`src/rtl/core/sgpb_pkg.sv`:
```
// shared types and constants for the sky gradient pixel blend
// no dependencies; imported by every module in rtl/core
package sgpb_pkg;

   localparam int MAX_WIDTH     = 4096;
   localparam int FRACTION_BITS = 16;

   localparam int COL_W   = $clog2(MAX_WIDTH);
   localparam int ROW_W   = 13;
   localparam int CFG_W   = 13;
   localparam int CMP_W   = (COL_W + 1 > CFG_W) ? COL_W + 1 : CFG_W;
   localparam int FRAC_W  = FRACTION_BITS + 1;
   localparam int STEP_W  = 17;
   localparam int DIFF_W  = 9;
   localparam int PROD_W  = DIFF_W + FRAC_W + 1;
   localparam int ACC_W   = PROD_W + 1;

   localparam logic [FRAC_W-1:0] FRAC_ONE  = FRAC_W'(1) << FRACTION_BITS;
   localparam logic [FRAC_W-1:0] FRAC_ZERO = '0;

   localparam int QUEUE_DEPTH = 2;  // power of two
   localparam int QPTR_W      = (QUEUE_DEPTH > 1) ? $clog2(QUEUE_DEPTH) : 1;
   localparam int QCNT_W      = QPTR_W + 1;

   localparam int ADDR_W = 5;
   localparam int DATA_W = 32;

   // register indexes (byte address / 4)
   localparam logic [2:0] REG_FILL_MODE   = 3'd0;
   localparam logic [2:0] REG_SKY_COLOR   = 3'd1;
   localparam logic [2:0] REG_IMAGE_WIDTH = 3'd2;
   localparam logic [2:0] REG_BAND_START  = 3'd3;
   localparam logic [2:0] REG_BAND_END    = 3'd4;
   localparam logic [2:0] REG_FADE_DIR    = 3'd5;
   localparam logic [2:0] REG_FRAC_STEP   = 3'd6;

   // fill modes
   localparam logic [1:0] FILL_PASS     = 2'd0;
   localparam logic [1:0] FILL_SKY      = 2'd1;
   localparam logic [1:0] FILL_GRADIENT = 2'd2;

   typedef enum logic [1:0] {
      CLASS_PASS,
      CLASS_SKY,
      CLASS_BLEND
   } pixel_class_type;

   typedef struct packed {
      logic       frame_start;
      logic [7:0] pixel_red;
      logic [7:0] pixel_green;
      logic [7:0] pixel_blue;
   } req_payload_type;

   typedef struct packed {
      logic       out_frame_start;
      logic [7:0] out_red;
      logic [7:0] out_green;
      logic [7:0] out_blue;
   } rsp_payload_type;

   typedef struct packed {
      logic [1:0]        fill_mode;
      logic [23:0]       sky_color;
      logic [CFG_W-1:0]  image_width;
      logic [CFG_W-1:0]  band_start_row;
      logic [CFG_W-1:0]  band_end_row;
      logic              fade_toward_image;
      logic [STEP_W-1:0] fraction_step;
   } cfg_type;

   // one classified pixel between front and back
   typedef struct packed {
      req_payload_type   pixel;
      pixel_class_type   pclass;
      logic [FRAC_W-1:0] frac;
   } work_item_type;

   // queue status toward the front
   typedef struct packed {
      logic full;
      logic empty;
   } queue_status_type;

endpackage

```
`src/rtl/core/sgpb_front.sv`:
```
// front end: column/row counters, blend fraction, pixel classification
// depends on sgpb_pkg
module sgpb_front (
   input  logic                    clock,
   input  logic                    reset,
   input  logic                    accept,
   input  sgpb_pkg::req_payload_type req_payload,
   input  sgpb_pkg::cfg_type       cfg,
   output sgpb_pkg::work_item_type item
);
   import sgpb_pkg::*;

   logic [COL_W-1:0]  col_ff, col_in;
   logic [ROW_W-1:0]  row_ff, row_in;
   logic [FRAC_W-1:0] frac_ff, frac_in;

   logic [COL_W-1:0]  col_cur;
   logic [ROW_W-1:0]  row_cur;
   logic [FRAC_W-1:0] frac_cur;
   logic [CMP_W-1:0]  width_eff;
   logic [CMP_W-1:0]  col_plus;
   logic              last_col;
   logic              rising;
   logic              before_band;
   logic              in_band;
   logic [FRAC_W:0]   frac_sum;
   logic [FRAC_W-1:0] frac_step;
   logic [FRAC_W-1:0] frac_upd;
   pixel_class_type   pclass;

   always_comb begin
      rising   = cfg.fade_toward_image;
      col_cur  = req_payload.frame_start ? '0 : col_ff;
      row_cur  = req_payload.frame_start ? '0 : row_ff;

      // band start reloads the fraction on its first pixel
      if (col_cur == '0 && row_cur == ROW_W'(cfg.band_start_row)) begin
         frac_cur = rising ? FRAC_ZERO : FRAC_ONE;
      end else begin
         frac_cur = frac_ff;
      end

      before_band = row_cur < ROW_W'(cfg.band_start_row);
      in_band     = !before_band && (row_cur < ROW_W'(cfg.band_end_row));

      priority if (cfg.fill_mode == FILL_SKY) begin
         pclass = CLASS_SKY;
      end else if (cfg.fill_mode == FILL_GRADIENT) begin
         if (before_band) begin
            pclass = rising ? CLASS_SKY : CLASS_PASS;
         end else if (in_band) begin
            pclass = CLASS_BLEND;
         end else begin
            pclass = rising ? CLASS_PASS : CLASS_SKY;
         end
      end else begin
         pclass = CLASS_PASS;
      end

      // clamp row length to [1, MAX_WIDTH]
      if (cfg.image_width == '0) begin
         width_eff = CMP_W'(1);
      end else if (CMP_W'(cfg.image_width) > CMP_W'(MAX_WIDTH)) begin
         width_eff = CMP_W'(MAX_WIDTH);
      end else begin
         width_eff = CMP_W'(cfg.image_width);
      end
      col_plus = CMP_W'(col_cur) + CMP_W'(1);
      last_col = col_plus >= width_eff;

      // saturating step, up or down
      frac_step = FRAC_W'(cfg.fraction_step);
      frac_sum  = (FRAC_W + 1)'(frac_cur) + (FRAC_W + 1)'(frac_step);
      if (rising) begin
         frac_upd = (frac_sum > (FRAC_W + 1)'(FRAC_ONE)) ? FRAC_ONE : frac_sum[FRAC_W-1:0];
      end else begin
         frac_upd = (frac_cur > frac_step) ? frac_cur - frac_step : FRAC_ZERO;
      end

      col_in  = col_ff;
      row_in  = row_ff;
      frac_in = frac_ff;
      if (accept) begin
         if (last_col) begin
            col_in  = '0;
            row_in  = row_cur + ROW_W'(1);
            frac_in = in_band ? frac_upd : frac_cur;
         end else begin
            col_in  = col_plus[COL_W-1:0];
            row_in  = row_cur;
            frac_in = frac_cur;
         end
      end

      item.pixel  = req_payload;
      item.pclass = pclass;
      item.frac   = (frac_cur > FRAC_ONE) ? FRAC_ONE : frac_cur;
   end

   always_ff @(posedge clock) begin
      if (reset) begin
         col_ff  <= '0;
         row_ff  <= '0;
         frac_ff <= '0;
      end else begin
         col_ff  <= col_in;
         row_ff  <= row_in;
         frac_ff <= frac_in;
      end
   end

   a_frac_bounded : assert property (@(posedge clock) disable iff (reset)
      frac_ff <= FRAC_ONE)
      else $error("blend fraction above one");

   a_row_wrap : assert property (@(posedge clock) disable iff (reset)
      accept && last_col |=> col_ff == '0)
      else $error("column did not restart after last pixel of row");

endmodule

```
`src/rtl/core/sgpb_queue.sv`:
```
// short queue of classified pixels between front and back
// depends on sgpb_pkg
module sgpb_queue (
   input  logic                      clock,
   input  logic                      reset,
   input  logic                      push,
   input  sgpb_pkg::work_item_type   push_item,
   input  logic                      pop,
   output sgpb_pkg::work_item_type   head_item,
   output sgpb_pkg::queue_status_type status
);
   import sgpb_pkg::*;

   work_item_type     slot_ff [QUEUE_DEPTH];
   logic [QPTR_W-1:0] wr_ptr_ff, wr_ptr_in;
   logic [QPTR_W-1:0] rd_ptr_ff, rd_ptr_in;
   logic [QCNT_W-1:0] count_ff, count_in;
   logic              do_push;
   logic              do_pop;

   always_comb begin
      status.full  = count_ff == QCNT_W'(QUEUE_DEPTH);
      status.empty = count_ff == '0;
      do_push      = push && !status.full;
      do_pop       = pop && !status.empty;
      wr_ptr_in    = do_push ? wr_ptr_ff + QPTR_W'(1) : wr_ptr_ff;
      rd_ptr_in    = do_pop ? rd_ptr_ff + QPTR_W'(1) : rd_ptr_ff;
      count_in     = count_ff;
      if (do_push && !do_pop) begin
         count_in = count_ff + QCNT_W'(1);
      end else if (do_pop && !do_push) begin
         count_in = count_ff - QCNT_W'(1);
      end
      head_item = slot_ff[rd_ptr_ff];
   end

   always_ff @(posedge clock) begin
      if (do_push) begin
         slot_ff[wr_ptr_ff] <= push_item;
      end
   end

   always_ff @(posedge clock) begin
      if (reset) begin
         wr_ptr_ff <= '0;
         rd_ptr_ff <= '0;
         count_ff  <= '0;
      end else begin
         wr_ptr_ff <= wr_ptr_in;
         rd_ptr_ff <= rd_ptr_in;
         count_ff  <= count_in;
      end
   end

   a_count_range : assert property (@(posedge clock) disable iff (reset)
      count_ff <= QCNT_W'(QUEUE_DEPTH))
      else $error("queue count out of range");

   a_count_push : assert property (@(posedge clock) disable iff (reset)
      do_push && !do_pop |=> count_ff == $past(count_ff) + QCNT_W'(1))
      else $error("queue count missed a push");

endmodule

```
`src/rtl/core/sgpb_back.sv`:
```
// back end: two-stage blend datapath with result register
// depends on sgpb_pkg
module sgpb_back (
   input  logic                      clock,
   input  logic                      reset,
   input  sgpb_pkg::queue_status_type q_status,
   input  sgpb_pkg::work_item_type   q_item,
   output logic                      q_pop,
   input  logic [23:0]               sky_color,
   output sgpb_pkg::rsp_payload_type rsp_payload,
   output logic                      empty,
   input  logic                      pop
);
   import sgpb_pkg::*;

   // stage 1: per-channel (pixel - sky) * fraction
   logic                             s1_valid_ff, s1_valid_in;
   logic                             s1_fs_ff;
   pixel_class_type                  s1_class_ff;
   logic [2:0][7:0]                  s1_pix_ff;
   logic signed [2:0][PROD_W-1:0]    s1_prod_ff;
   logic signed [2:0][PROD_W-1:0]    prod_in;

   // stage 2: result register
   logic                             s2_valid_ff, s2_valid_in;
   rsp_payload_type                  s2_ff, s2_in;

   logic            s2_free;
   logic            s1_adv;
   logic            s1_load;
   logic [2:0][7:0] pix_ch;
   logic [2:0][7:0] sky_ch;
   logic [2:0][7:0] out_ch;
   logic signed [DIFF_W-1:0] diff;
   logic signed [FRAC_W:0]   frac_s;
   logic signed [ACC_W-1:0]  acc;

   always_comb begin
      s2_free = !s2_valid_ff || pop;
      s1_adv  = s1_valid_ff && s2_free;
      s1_load = !q_status.empty && (!s1_valid_ff || s1_adv);
      q_pop   = s1_load;

      s1_valid_in = s1_load ? 1'b1 : (s1_adv ? 1'b0 : s1_valid_ff);
      s2_valid_in = s1_adv ? 1'b1 : (pop ? 1'b0 : s2_valid_ff);

      pix_ch = {q_item.pixel.pixel_red, q_item.pixel.pixel_green, q_item.pixel.pixel_blue};
      sky_ch = {sky_color[23:16], sky_color[15:8], sky_color[7:0]};
      frac_s = $signed({1'b0, q_item.frac});
      for (int c = 0; c < 3; c++) begin
         diff       = $signed({1'b0, pix_ch[c]}) - $signed({1'b0, sky_ch[c]});
         prod_in[c] = PROD_W'(diff * frac_s);
      end

      // sky*one + (pixel-sky)*f + half, rounded down to 8 bits
      for (int c = 0; c < 3; c++) begin
         acc = $signed(ACC_W'({sky_ch[c], {FRACTION_BITS{1'b0}}}))
             + ACC_W'(s1_prod_ff[c])
             + $signed(ACC_W'(FRAC_ONE >> 1));
         unique case (s1_class_ff)
            CLASS_SKY:   out_ch[c] = sky_ch[c];
            CLASS_BLEND: out_ch[c] = acc[FRACTION_BITS +: 8];
            default:     out_ch[c] = s1_pix_ff[c];
         endcase
      end

      s2_in.out_frame_start = s1_fs_ff;
      s2_in.out_red         = out_ch[2];
      s2_in.out_green       = out_ch[1];
      s2_in.out_blue        = out_ch[0];

      rsp_payload = s2_ff;
      empty       = !s2_valid_ff;
   end

   always_ff @(posedge clock) begin
      if (s1_load) begin
         s1_fs_ff    <= q_item.pixel.frame_start;
         s1_class_ff <= q_item.pclass;
         s1_pix_ff   <= pix_ch;
         s1_prod_ff  <= prod_in;
      end
      if (s1_adv) begin
         s2_ff <= s2_in;
      end
   end

   always_ff @(posedge clock) begin
      if (reset) begin
         s1_valid_ff <= 1'b0;
         s2_valid_ff <= 1'b0;
      end else begin
         s1_valid_ff <= s1_valid_in;
         s2_valid_ff <= s2_valid_in;
      end
   end

endmodule

```
`src/rtl/core/sky_gradient_pixel_blend.sv`:
```
// top level of the sky gradient pixel blend: register file and wiring
// depends on sgpb_pkg, sgpb_front, sgpb_queue, sgpb_back
//
// usage
// - input channel: raise push with a pixel on req_payload; it transfers at an
//   edge where push is high and full is low. frame_start marks the first pixel
//   of an image and restarts the column and row counters
// - result channel: while empty is low the oldest result sits on rsp_payload;
//   it transfers at an edge where pop is high. one result per pixel, in order
// - register port: writes take a setup then an access phase, pready tied high, reads
//   return the stored value. change registers only with the pipe drained
// - path: a taken pixel passes the queue, stage 1 and then the result register
// - throughput: one pixel per cycle while pop drains results, set by the counter
//   and fraction update in the front end and the two-stage multiply/add back end
// - when pop is held low results pile up in the result register, the stage
//   behind it and the two-entry queue; full rises once those are occupied
// - reset clears counters, fraction, pipe valid flags and all registers to
//   their defaults (image_width 1, fade_toward_image 1, others 0)
module sky_gradient_pixel_blend (
   input  logic                          clock,
   input  logic                          reset,
   // pixel input
   input  logic                          push,
   output logic                          full,
   input  sgpb_pkg::req_payload_type     req_payload,
   // result output
   output logic                          empty,
   input  logic                          pop,
   output sgpb_pkg::rsp_payload_type     rsp_payload,
   // register port
   input  logic                          psel,
   input  logic                          penable,
   input  logic                          pwrite,
   input  logic [sgpb_pkg::ADDR_W-1:0]   paddr,
   input  logic [sgpb_pkg::DATA_W-1:0]   pwdata,
   output logic [sgpb_pkg::DATA_W-1:0]   prdata,
   output logic                          pready
);
   import sgpb_pkg::*;

   cfg_type          cfg_ff, cfg_in;
   logic             csr_write;
   logic [2:0]       reg_index;
   logic             accept;
   work_item_type    front_item;
   work_item_type    head_item;
   queue_status_type q_status;
   logic             q_pop;

   // register file
   always_comb begin
      pready    = 1'b1;
      reg_index = paddr[ADDR_W-1:2];
      csr_write = psel && penable && pwrite && pready;
      cfg_in    = cfg_ff;
      if (csr_write) begin
         unique case (reg_index)
            REG_FILL_MODE:   cfg_in.fill_mode         = pwdata[1:0];
            REG_SKY_COLOR:   cfg_in.sky_color         = pwdata[23:0];
            REG_IMAGE_WIDTH: cfg_in.image_width       = pwdata[CFG_W-1:0];
            REG_BAND_START:  cfg_in.band_start_row    = pwdata[CFG_W-1:0];
            REG_BAND_END:    cfg_in.band_end_row      = pwdata[CFG_W-1:0];
            REG_FADE_DIR:    cfg_in.fade_toward_image = pwdata[0];
            REG_FRAC_STEP:   cfg_in.fraction_step     = pwdata[STEP_W-1:0];
            default:         cfg_in = cfg_ff;  // unmapped address, write dropped
         endcase
      end

      unique case (reg_index)
         REG_FILL_MODE:   prdata = DATA_W'(cfg_ff.fill_mode);
         REG_SKY_COLOR:   prdata = DATA_W'(cfg_ff.sky_color);
         REG_IMAGE_WIDTH: prdata = DATA_W'(cfg_ff.image_width);
         REG_BAND_START:  prdata = DATA_W'(cfg_ff.band_start_row);
         REG_BAND_END:    prdata = DATA_W'(cfg_ff.band_end_row);
         REG_FADE_DIR:    prdata = DATA_W'(cfg_ff.fade_toward_image);
         REG_FRAC_STEP:   prdata = DATA_W'(cfg_ff.fraction_step);
         default:         prdata = '0;
      endcase
   end

   always_ff @(posedge clock) begin
      if (reset) begin
         cfg_ff.fill_mode         <= FILL_PASS;
         cfg_ff.sky_color         <= '0;
         cfg_ff.image_width       <= CFG_W'(1);
         cfg_ff.band_start_row    <= '0;
         cfg_ff.band_end_row      <= '0;
         cfg_ff.fade_toward_image <= 1'b1;
         cfg_ff.fraction_step     <= '0;
      end else begin
         cfg_ff <= cfg_in;
      end
   end

   // input transfer goes straight into the queue
   assign full   = q_status.full;
   assign accept = push && !q_status.full;

   sgpb_front u_front (
      .clock       (clock),
      .reset       (reset),
      .accept      (accept),
      .req_payload (req_payload),
      .cfg         (cfg_ff),
      .item        (front_item)
   );

   sgpb_queue u_queue (
      .clock     (clock),
      .reset     (reset),
      .push      (accept),
      .push_item (front_item),
      .pop       (q_pop),
      .head_item (head_item),
      .status    (q_status)
   );

   sgpb_back u_back (
      .clock       (clock),
      .reset       (reset),
      .q_status    (q_status),
      .q_item      (head_item),
      .q_pop       (q_pop),
      .sky_color   (cfg_ff.sky_color),
      .rsp_payload (rsp_payload),
      .empty       (empty),
      .pop         (pop)
   );

   a_no_pop_when_empty : assert property (@(posedge clock) disable iff (reset)
      q_pop |-> !q_status.empty)
      else $error("back end pulled from an empty queue");

endmodule

```
`config.mk`:
```
export PLATFORM = sky130hd
export DESIGN_NAME = sky_gradient_pixel_blend
export DESIGN_NICKNAME = d
export VERILOG_FILES = /design/src/rtl/core/sgpb_pkg.sv /design/src/rtl/core/sgpb_front.sv /design/src/rtl/core/sgpb_queue.sv /design/src/rtl/core/sgpb_back.sv /design/src/rtl/core/sky_gradient_pixel_blend.sv
export SDC_FILE = /design/constraint.sdc
export NUM_CORES = 2
export LEC_CHECK = 0
export BUFFER_PORTS_ARGS = -buffer_cell sky130_fd_sc_hd__buf_2
export CAP_MARGIN = 5
export CORE_MARGIN = 2
export CORE_UTILIZATION = 30
export DETAILED_ROUTE_END_ITERATION = 16
export RECOVER_POWER = 50
export SLEW_MARGIN = 5
export SYNTH_ARGS = -nofsm -noshare
export SYNTH_HDL_FRONTEND = slang
export SYNTH_HIERARCHICAL = 1
export SYNTH_SLANG_ARGS = --single-unit
```
`constraint.sdc`:
```
create_clock -name clock -period 9.7 [get_ports clock]
set_input_delay 0.97 -clock clock [delete_from_list [all_inputs] [get_ports clock]]
set_output_delay 0.97 -clock clock [all_outputs]
set_load 0.005 [all_outputs]
```
* Word level (Yosys, flattened, before mapping)
Memory sizes are Yosys's and may differ from the RTL's. A register that Yosys moved wholly into a read port is not among the register bits.
Index checks and enable logic that the tools add are counted.
** Cells by class
- Reduce and logical (&&, ||, !) cells :: 34
- Shift operators :: 0
- Multipliers :: 3
- Div/mod/pow operators :: 0
- Order comparisons :: 7
- Muxes and demuxes :: 34
- Eq/ne operators :: 12
- Add/sub/neg operators :: 17
- Bitwise operators :: 0
** Operators by type and width (count)
- case mux 24 bit (7 select lines) :: 1
- two-way mux 17 bit :: 8
- adder 24 x 16 -> 24 bit (second input constant) :: 3
- adder 24 bit :: 3
- multiplier 9 x 18 -> 24 bit :: 3
- two-way mux 13 bit :: 4
- case mux 8 bit (2 select lines) :: 3
- subtractor 8 x 8 -> 9 bit :: 3
- < comparator 13 bit :: 2
- two-way mux 12 bit :: 2
- adder 17 x 17 -> 18 bit :: 1
- > comparator 18 x 17 -> 1 bit (second input constant) :: 1
- > comparator 17 bit :: 1
- > comparator 17 bit (second input constant) :: 1
- subtractor 17 bit :: 1
- AND reduction 2 bit :: 7
- adder 12 x 1 -> 13 bit (second input constant) :: 1
- adder 13 x 1 -> 13 bit (second input constant) :: 1
- equality test 13 bit :: 1
- greater-or-equal comparator 13 bit :: 1
- > comparator 13 bit (second input constant) :: 1
- logical NOT 13 bit :: 1
- logical NOT 12 bit :: 1
- two-way mux 2 bit :: 6
- 15 further kinds :: 50
** Storage, ports and cells
- Input bits :: 69
- Output and inout port bits :: 60
- Memories :: 1
- RAM bits :: 88
- Register bits after elaboration :: 255
- ROM bits :: 0
- Bits in latches :: 0
** Memories
- u_queue.slot_ff :: words 2, bits a word 44, read ports 1, clocked after Yosys merged registers in 1, write ports 1, RTL line sgpb_queue.sv:14 : work_item_type slot_ff [QUEUE_DEPTH];

* Logic depth before layout (Yosys ltp)
- Word-level depth :: 10
- Gate-level depth with buffers :: 30
- Mapped depth without buffers :: 27

* By module
The synthesis kept the hierarchy.
** By module, submodules not included
- sgpb_back :: sequential area each 2412.3 µm², times used 1, cells each 1820, area each 17867.1 µm²
- sgpb_front :: sequential area each 840.8 µm², times used 1, cells each 808, area each 5861.9 µm²
- sky_gradient_pixel_blend :: sequential area each 1661.6 µm², times used 1, cells each 425, area each 4141.5 µm²
- sgpb_queue :: sequential area each 2742.6 µm², times used 1, cells each 162, area each 3388.2 µm²

* Worst setup path before layout
No wires, ideal clock.
- Kind :: register to register
- From :: register (tool-made name)
- To :: register u_back/s1_prod_ff[74] (netlist bit) (data pin)
- Path buffers :: 3
- Data arrival time :: 6.905 ns
- Period minus slack after synthesis :: 7.168 ns
- Stages on the path, launching flop included :: 28
- Slack :: 2.532 ns
- Required time :: 9.437 ns
- Cells stage by stage :: dfxtp_1 -> buf_2 -> buf_4 -> mux2_2 -> ha_1 -> nor2b_1 -> o21ai_0 -> a21oi_1 -> o21ai_0 -> xnor2_1 -> clkbuf_1 -> nand2_1 -> fa_1 -> fa_1 -> inv_1 -> fa_1 -> fa_1 -> inv_1 -> fa_1 -> inv_1 -> ha_1 -> a21oi_1 -> a21boi_0 -> or4_4 -> a21oi_4 -> o21ai_0 -> a211oi_1 -> nor2_1
** RTL lines
- end signal: assignment :: RTL line sgpb_back.sv:81 : s1_prod_ff <= prod_in;
- end: declaration :: RTL line sgpb_back.sv:21 : logic signed [2:0][PROD_W-1:0] s1_prod_ff;

==> impl_metrics.json <==
{
  "startpoint_type": "flop",
  "die_height_microns": 327,
  "rows": 118,
  "dpl.hpwl_microns": 61500,
  "drt-wirelength-per-cell_microns": 17.5,
  "cts-resized-gates": 0,
  "top_layer_used": "met4",
  "avgSynthCellArea_sq_um": 9.72,
  "fmax_mhz": 116,
  "layout_common_cells": "inv_1, fa_1, ha_1",
  "drt-total-wl_microns": 81000,
  "slew_headroom_pct": -139,
  "grt_pass1_wl_microns": 130000,
  "dr.pass1.iters": 6,
  "cts_root_buffer": "clkbuf_16",
  "synth_ff_type": "edfxtp_1",
  "critPathTopFamily": "adder cells",
  "cts-buffers-inserted": 31,
  "h-tree-depth": 1,
  "ant_nets": 0,
  "wl_met1_microns": 37700,
  "die_area_sq_mm": 0.107,
  "hp-class": "reg -> reg",
  "drv_slew": 281,
  "arrival_ns": 8.93,
  "fin_skew_ns": 0.0427,
  "grt_max_degree": 89,
  "hold-worst-slack_ns": 0.462,
  "yosys_warnings": 6,
  "postSynthCellCount": 3215,
  "worstMarginPinSlew_ns": 3.59,
  "postCtsSetupRepairBufs": 0,
  "synthTopCellsByArea": "fa_1, edfxtp_1, ha_1, dfxtp_1, and2_1",
  "cts_hold_buf": 0,
  "clock_latency_ns": 0.62,
  "synthesis.area_sq_mm": 0.0313,
  "grt.overflow.total": 0,
  "ys_types": 98,
  "die_x_microns": 327,
  "ys_seq_area_share_pct": 24.5,
  "status": "finished, violations left",
  "rsz0062_at_grt": "false",
  "finalSetupViolations": 0,
  "vias_per_cell": 4.90,
  "synth_top_area_share_pct": 20.7,
  "slowest_stage": "clkbuf_1",
  "cp_max_fo": 25,
  "ios": 129,
  "port_buffers": 109,
  "vias": 22600,
  "timing_hold_violations_final": 0,
  "grtUsageTotal_pct": 15.2,
  "start_util_pct": 30.2,
  "met3WireLength_microns": 2910,
  "core_sq_mm": 0.103,
  "drive_gt1_share_pct": 7.16,
  "path_common_cell": "fa_1",
  "path_buf_inv": 5,
  "drt-initial-drc-count": 1409,
  "final_common_cell": "inv_1",
  "ys_seq_elements": 299,
  "yosys.area.top_type": "fa_1",
  "end_kind": "flop",
  "cp_cell_sequence": "clkbuf_1 > mux2_1 > inv_1 > fa_1 > nor2b_1 > o2111ai_1 > a31oi_1 > or3_1 > fa_1 > fa_1 > inv_1 > fa_1 > fa_1 > inv_1 > fa_1 > inv_1 > ha_1 > o21ai_0 > nor2_1 > o41ai_1 > o31a_1 > o21ai_1 > o31ai_1 > xnor2_1",
  "fin_crit_ns": 8.59,
  "wl_met2_microns": 38900,
  "drv_cap": 5,
  "cts.clk_slew.worst_paths_ns": 0.07,
  "nets": 3886,
  "synthArstFlopShare_pct": 0,
  "cts_buffer_depth": 3,
  "violations": "capacitance limit, slew limit",
  "synth_enable_flop_cells": 167,
  "criticalPathCategory": "reg -> reg",
  "critical-path-max-stage-delay_ns": 0.92,
  "routabilityCongestion": 0.867,
  "finalCritPeriodShare_pct": 88.5,
  "cts_tree": "yes",
  "grt_antenna_before_repair": 1,
  "grt_pass1_vias": 23000,
  "tns_ns": 0,
  "drc": 0,
  "fin_util_pct": 32.7,
  "synthToLayoutAreaGrowth_pct": 8.40,
  "clkSinkCount": 299,
  "cp_data_required_time_ns": 10.04
}
-- routing by layer --
metal | track usage [%] | vias to the layer above
met2 | 25.6 | 447
met1 | 21.2 | 11400
met4 | 3.04 | 0
li1 | - | 10700
met5 | 0 | -
met3 | 1.45 | 75
-- registers in the layout, summed over array words and instances, names as in the netlist, named ones only --
register            cells
u_front/row_ff         13
u_queue/wr_ptr_ff       1
u_queue/rd_ptr_ff       1
u_back/s2_valid_ff      1
cfg_ff                 83
u_front/frac_ff        17
u_front/col_ff         12
u_back/s1_pix_ff       24
u_back/s1_class_ff      2
u_back/s1_valid_ff      1
u_back/rsp_payload     25
u_back/s1_prod_ff      27
u_queue/count_ff        2
u_back/s1_fs_ff         1
u_queue/slot_ff        88
-- path summary, 6_finish.rpt --
kind | to | from | slack [ns] | cells after the start
setup / recovery | u_back/s1_prod_ff[50] | flop | 1.11 | 24
hold / removal | u_back/rsp_payload[24] | u_back/s1_fs_ff | 0.46 | 0
setup reg to reg | u_back/s1_prod_ff[50] | flop | 1.11 | 24
hold reg to reg | u_back/rsp_payload[24] | u_back/s1_fs_ff | 0.46 | 0
-- logic make-up after synthesis --
group                    after synthesis  synth area share [%]
AND/OR/NAND/NOR                     1061                  18.5
adder cells (fa/ha/maj)              602                  31.9
buffers and inverters                554                  7.40
AO/OA/AOI/OAI                        444                  9.78
flip-flops                           299                  24.5
multiplexers                         139                  4.71
XOR/XNOR                             114                  3.19
other                                  2                0.0240
-- per-stage QoR --
step           area, sq um  instances  worst slack, ns
2_1_floorplan        31300       3222             2.53
3_3_place_gp         32900       4562             1.46
3_5_place_dp         32900       4562             1.47
4_1_cts              33900       4620             1.44
5_1_grt              33900       4620            0.636
6_report             33900       4621             1.11
-- synth_stat cells, types with 5 or more instances --
master,n
and2_1,247
dfxtp_1,132
nor3_1,31
mux2i_1,86
inv_1,368
buf_2,14
o41ai_1,5
a22oi_1,15
a22o_1,9
o21ai_0,77
a21oi_1,128
ha_1,279
clkbuf_1,115
nand3_1,47
a31oi_1,10
a221oi_1,31
a21o_1,34
nand4_1,24
or2_2,9
xor2_1,33
fa_1,323
o2111ai_1,6
o31a_1,5
edfxtp_1,167
nor2b_1,69
o221ai_1,8
or3_1,33
buf_6,6
nor4_1,18
a211oi_1,10
nand2_1,201
a211o_1,5
o21a_1,17
o31ai_1,7
and3_1,9
o211ai_1,9
mux2_2,51
xnor2_1,81
nand2b_1,202
o21bai_1,10
buf_4,46
a2111oi_0,9
nor2_1,137
-- final cells by class --
class,count,area (sq um)
multi-input combinational,2369,21300
tap,1380,1730
fill,10700,69600
timing repair buffer,145,757
clock inverter,19,149
clock buffer,39,867
antenna,1,2.50
sequential,299,7660
inverter,369,1390
Power is not shown: default switching activity piles up to over one toggle a cycle in this logic, so the estimate is an artifact.
